--- src/rtl/bts_pkg.sv ---
// shared types, constants and helpers for the banked top-n score table
// no dependencies; used by bts_cell and banked_top_n_sorted_insert_top
package bts_pkg;

    localparam int BANKS   = 10;
    localparam int ENTRIES = 10;
    localparam int BANK_W  = $clog2(BANKS);

    localparam logic [31:0] RESET_TIME = 32'd946713600;

    localparam logic [1:0] REQ_CHECK  = 2'd0;
    localparam logic [1:0] REQ_INSERT = 2'd1;
    localparam logic [1:0] REQ_READ   = 2'd2;

    typedef enum logic [1:0] {
        K_NONE,
        K_CHECK,
        K_INSERT,
        K_READ
    } t_kind;

    typedef struct packed {
        logic [31:0] score;
        logic [31:0] player;
        logic [31:0] stamp;
    } t_entry;

    // request token that walks the cell row, one cell per cycle
    typedef struct packed {
        logic        valid;
        t_kind       kind;
        logic        valid_res;
        logic [3:0]  bank;
        logic [3:0]  slot;
        logic        placed;
        logic [3:0]  rank;
        t_entry      carry;
    } t_tok;

    function automatic logic [31:0] default_score(input int j);
        logic [31:0] s;
        case (j)
            0:       s = 32'd250000;
            1:       s = 32'd200000;
            2:       s = 32'd150000;
            3:       s = 32'd100000;
            4:       s = 32'd50000;
            default: s = 32'd99;
        endcase
        return s;
    endfunction

endpackage

--- src/rtl/bts_cell.sv ---
// one list position of the score table, holding that position for every bank
// depends on bts_pkg for the token and entry types
module bts_cell (
    input  logic                                i_clk,
    input  logic                                i_rst_n,
    input  logic [$clog2(bts_pkg::ENTRIES)-1:0] i_idx,
    input  bts_pkg::t_tok                       i_tok,
    output bts_pkg::t_tok                       o_tok
);

    bts_pkg::t_entry r_store [bts_pkg::BANKS];
    bts_pkg::t_tok   r_tok;
    bts_pkg::t_tok   n_tok;
    bts_pkg::t_entry w_ent;
    logic            w_beat;
    logic            w_wr;

    always_comb begin
        w_ent  = r_store[i_tok.bank[bts_pkg::BANK_W-1:0]];
        n_tok  = i_tok;
        w_wr   = 1'b0;
        w_beat = !i_tok.placed && (i_tok.carry.score > w_ent.score);
        case (i_tok.kind)
            bts_pkg::K_CHECK: begin
                if (w_beat) begin
                    n_tok.placed = 1'b1;
                    n_tok.rank   = 4'(i_idx) + 4'd1;
                end
            end
            bts_pkg::K_INSERT: begin
                if (w_beat) begin
                    n_tok.placed = 1'b1;
                    n_tok.rank   = 4'(i_idx) + 4'd1;
                end
                // from the first beaten slot on, swap: store carried, pass old down
                if (w_beat || i_tok.placed) begin
                    w_wr        = i_tok.valid;
                    n_tok.carry = w_ent;
                end
            end
            bts_pkg::K_READ: begin
                if (i_tok.slot == 4'(i_idx)) begin
                    n_tok.carry = w_ent;
                end
            end
            default: ;
        endcase
    end

    always_ff @(posedge i_clk) begin
        if (!i_rst_n) begin
            r_tok <= '0;
            for (int b = 0; b < bts_pkg::BANKS; b++) begin
                r_store[b].score  <= bts_pkg::default_score(int'(i_idx));
                r_store[b].player <= 32'd0;
                r_store[b].stamp  <= bts_pkg::RESET_TIME;
            end
        end else begin
            r_tok <= n_tok;
            if (w_wr) begin
                r_store[i_tok.bank[bts_pkg::BANK_W-1:0]] <= i_tok.carry;
            end
        end
    end

    assign o_tok = r_tok;

endmodule

--- config.mk ---
export PLATFORM = sky130hd
export DESIGN_NAME = bts_cell
export DESIGN_NICKNAME = d
export VERILOG_FILES = /design/src/rtl/bts_pkg.sv /design/src/rtl/bts_cell.sv
export SDC_FILE = /design/constraint.sdc
export NUM_CORES = 2
export LEC_CHECK = 0
export ABC_CLOCK_PERIOD_IN_PS = 21600
export BUFFER_PORTS_ARGS = -buffer_cell sky130_fd_sc_hd__buf_4
export CORE_MARGIN = 2
export CORE_UTILIZATION = 62
export DETAILED_ROUTE_END_ITERATION = 8
export PLACE_DENSITY = 0.8
export SYNTH_ARGS = -nofsm -noshare
export SYNTH_HDL_FRONTEND = slang
export SYNTH_SLANG_ARGS = --single-unit
--- constraint.sdc ---
create_clock -name i_clk -period 21.6 [get_ports i_clk]
set_input_delay 1.08 -clock i_clk [delete_from_list [all_inputs] [get_ports i_clk]]
set_output_delay 1.08 -clock i_clk [all_outputs]
set_load 0.005 [all_outputs]
Word-level counts from Yosys, hierarchy flattened
Memories as Yosys holds them, arrays and structs flattened.
Index checks and enable logic that the tools add are counted.

cells by class
  $add $sub $neg = 1
  multiply operators = 0
  div/mod/pow operators = 0
  $lt $le $gt $ge = 1
  equality and inequality tests = 8
  shifts and indexed selects = 0
  muxes and demuxes = 16
  bitwise operators = 0
  reduce and logical (&&, ||, !) cells = 6

operator list
  cell                                                             number
  96-bit two-way mux                                               3
  96-bit case mux with 2 select lines                              1
  96-bit OR reduction                                              1
  18-bit case mux with 5 select lines                              1
  32-bit greater-than comparator                                   1
  32-bit two-way mux                                               1
  5-bit two-way mux                                                2
  4-bit by 2-bit == test with 1-bit output, second input constant  2
  1-bit two-way mux                                                7
  4-bit by 1-bit adder with 4-bit output, second input constant    1
  2-bit == test, second input constant                             2
  4-bit by 1-bit == test with 1-bit output, second input constant  1
  4-bit by 3-bit == test with 1-bit output, second input constant  1
  4-bit == test                                                    1
  4-bit zero test                                                  1
  4-bit two-way mux                                                1
  2-bit by 1-bit == test with 1-bit output, second input constant  1
  2-bit OR reduction                                               1
  1-bit logical AND                                                1
  1-bit zero test                                                  1
  1-bit logical OR                                                 1

word-level totals
  flip-flop bits (word level) = 113
  latch bits = 0
  RAM bits = 960
  ROM bits = 0
  bits of input ports = 119
  output and inout bits = 113
  memories kept = 1

memories
  memory   words  width  read ports  clocked after memory_dff  wr ports  line            text
  r_store  10     96     1           0                         10        bts_cell.sv:11  bts_pkg::t_entry r_store [bts_pkg::BANKS];

Depth between registers and ports, before layout
An unclocked memory read counts as a cell.

  depth in word-level cells = 11
  depth in mapped cells = 18

Worst setup path after synthesis
No wires, ideal clock.

  path kind = input to register
  start point = in i_tok[105] (netlist bit)
  end point = mem r_store[13][0] (netlist bit) (enable)
  arrival time = 14.418 ns
  setup slack = 6.361 ns
  stages = 16
  path buffers = 6
  cell sequence = buf_2 -> buf_2 -> buf_1 -> mux4_2 -> mux4_2 -> inv_1 -> ha_1 -> nand4_2 -> nor3_1 -> a22oi_1 -> a22oi_1 -> o31ai_4 -> buf_6 -> buf_6 -> buf_2 -> nor4b_1

RTL lines
  what             line            text
  start, declared  bts_cell.sv:7   input bts_pkg::t_tok i_tok,
  end, declared    bts_cell.sv:11

==> run_results.csv <==
group,metric,value,unit
outcome,status,"finished clean",
logic_synthesis,synth_most_common_cell,"edfxtp_1",
timing,timing.setup.tns,0,ns
layout,area_delta_synth_final,11.37,%
logic_synthesis,ys_seq_elements,1649,
power,p_clk_frac,0.402,
layout,nNetsFinal,4033,
logic_synthesis,synth-async-reset-ratio,0,
hold_path,hold_class,"in -> reg",
floorplanning,dieArea,0.1155,mm2
setup_path,arrival,8.92,ns
setup_path,r2r_start,"r_store[15][91]$_DFFE_PP_",
routing,vias,36562,
power,p_int,5.339,mW
hold_path,worstHoldStart,"i_tok[109]",
routing,drcViolationCount,0,
power,ir_drop,0.08600,mV
logic_synthesis,synth_area_leader_cell,"edfxtp_1",
timing,fin_ws,13.06,ns
placement,place_congestion,0.8129,
layout,final_area,0.07788,mm2
power,power.leakage,26.54,nW
timing,drv_slew,0,
logic_synthesis,syn-num-nets,3917,
setup_path,startpoint,"i_tok[106]",
global_routing,grt-ovfl-total,0,
placement,place_area,0.07271,mm2
clock_network,numCtsBuffers,162,
setup_path,crit_type,"in -> reg",
setup_path,crit_required,21.98,ns
global_routing,antenna_found_initial,11,
logic_synthesis,synthDistinctLibCells,45,
setup_path,cp-end-kind,"flop",
routing,routed_wl,168800,um
routing,vias_per_cell,6.634,
logic_synthesis,synth_area,0.06992,mm2
routing,drtIter0Drc,4650,
global_routing,top_usage_layer,"met2",
run,maxCapViolations,0,
placement,preCtsSetupSlack,12.32,ns
timing,whs,0.5112,ns
layout,drive_gt1_frac,0.2955,
global_routing,grt_util_met1,0.4247,
global_routing,grt_usage,0.2962,
global_routing,grt_max_degree,154,
global_routing,grt_pass1_wl,250200,um
logic_synthesis,synth_edf_count,1536,
floorplanning,rows,123,
timing,fin_crit_sh,0.3953,
timing,fin_skew,0.02375,ns
logic_synthesis,synthFlopType,"edfxtp_1",
layout,finalCoreUtilization,0.6941,
timing,grt_setup_unrepaired,"false",
global_routing,grt_pass1_vias,37713,
routing,antenna_left,0,
clock_network,htreeDepth,4,
clock_network,post_cts_buffers,0,
clock_network,holdBufCountCts,0,
timing,max_clock_freq,0.1171,GHz
floorplanning,die_h,339.8,um
setup_path,crit_path_start_kind,"input pin",
power,sequentialPowerShare,0.528,
clock_network,tritoncts,"done",
power,comb_power_share,0.069,
timing,setup_viol,0,
clock_network,clockRootBuffer,"clkbuf_16",
floorplanning,core_area,0.1122,mm2
global_routing,gr-usage-met2,0.4714,
power,p_sw_frac,0.2188,
placement,hpwlAfterDp,89660,um
placement,portBuffers,231,
clock_network,clkSinkCount,1649,
logic_synthesis,ys_seq_area_frac,0.6920,
logic_synthesis,synth.avg_cell_area,18.60,um2
timing,relSlewSlack,0.1350,
logic_synthesis,synth_top_cell_area_share,0.6596,
clock_network,clk_path_buf_depth,3,
timing,final-hold-violation-count,0,
timing,tightestPinTransition,1.284,ns
routing,first_pass_iters,6,
timing,min_period,8.539,ns
global_routing,met3_usage,0.05831,
clock_network,cts_resized,0,
floorplanning,die_w,339.8,um
logic_synthesis,synth_area_leaders,"edfxtp_1 66%, mux4_2 15%, and2_1 6.3%, dfxtp_1 3.2%, mux2_2 2.4%",
logic_synthesis,ys_warn_count,0,
clock_network,clock_latency,0.78,ns
logic_synthesis,synthTopCellsByCount,"1536 x edfxtp_1, 703 x and2_1, 480 x mux4_2, 236 x clkbuf_1, 150 x mux2_2",
routing,wl_per_cell,30.64,um
setup_path,crit_fanout,153,
clock_network,path_clk_slew,0.06,ns
layout,fillers,6624,
power,power_density,87.77,mW/mm2
power,p_sw,1.495,mW
floorplanning,start_util,0.6233,
logic_synthesis,netlist_instances,3760,
floorplanning,io_pins,232,
## layout by cell type, fill, tap and decap left out, types with 41 or more instances in the layout
cell type and instances:
and2_1 702, clkbuf_16 171, nand2b_1 113, edfxtp_1 1536
clkbuf_1 41, mux2_2 150, buf_4 294, a22o_1 96
inv_1 41, mux4_2 480, dfxtp_1 113
## per-layer routing
layer	part of all wire	routed length, um
met2	0.49	82650
met4	0.024	3993
met1	0.38	64640
met5	0.00018	30
met3	0.10	17520
## per-stage QoR
stage | total power, mW | std cells
4_1_cts | 6.859 | 5503
3_5_place_dp | 4.147 | 5212
2_1_floorplan | 3.962 | 3760
5_1_grt | 7.013 | 5507
3_3_place_gp | 4.137 | 5212
6_report | 6.835 | 5511
## area by class of cell
type                       instances  area (um2)  share of cell area
timing repair buffer             299        2283             0.02932
clock buffer                     217        4502             0.05781
inverter                          41       153.9            0.001976
clock inverter                    74       645.6            0.008290
sequential                      1649       48390              0.6213
multi-input combinational       1723       20010              0.2569
antenna                            8       20.02           0.0002571
tap                             1500        1877             0.02410
## state kept, by name, indices dropped and copies added (netlist names)
| signal | flops |
|---|---|
| r_store | 1536 |
| o_tok | 113 |
## critical path, stage by stage
cell and delay (ns):
buf_8 0.46, buf_4 0.91, buf_12 0.71, mux4_2 0.42, mux4_2 0.50, inv_1 0.09, ha_1 0.18, nand4_2 0.16
nor4_1 0.69, nand2b_1 0.20, a31oi_4 0.27, o31ai_4 0.08, buf_4 0.33, nor3_4 0.76, nand2b_4 0.68, buf_4 0.90
## kinds of logic after synthesis
kind of cell	count (synthesis)	synth area share
mux	630	0.1788
buf+inv	388	0.02366
xor+xnor	6	0.0007515
compound gates	146	0.01661
fa+ha+maj	38	0.006800
flops	1649	0.6920
simple gates	903	0.08144
## power groups by stage
stage          clock network [mW]  logic [mW]  registers (mW)
3_3_place_gp                    0       0.464            3.67
6_report                     2.75       0.473            3.61
3_5_place_dp                    0       0.470            3.68
2_1_floorplan                   0       0.283            3.68
5_1_grt                      2.90       0.500            3.62
4_1_cts                      2.77       0.474            3.61
## worst paths after layout
| path | end | slack [ns] | cells after the start |
|---|---|---|---|
| setup / recovery | r_store[4][74]$_DFFE_PP_ | 13.06 | 16 |
| hold / removal | o_tok[109]$_SDFF_PN0_ | 0.51 | 2 |
| setup reg to reg | r_store[4][74]$_DFFE_PP_ | 15.39 | 13 |
| hold reg to reg | o_tok[4]$_SDFF_PN0_ | 0.90 | 3 |
(Power assumes the default switching activity.)
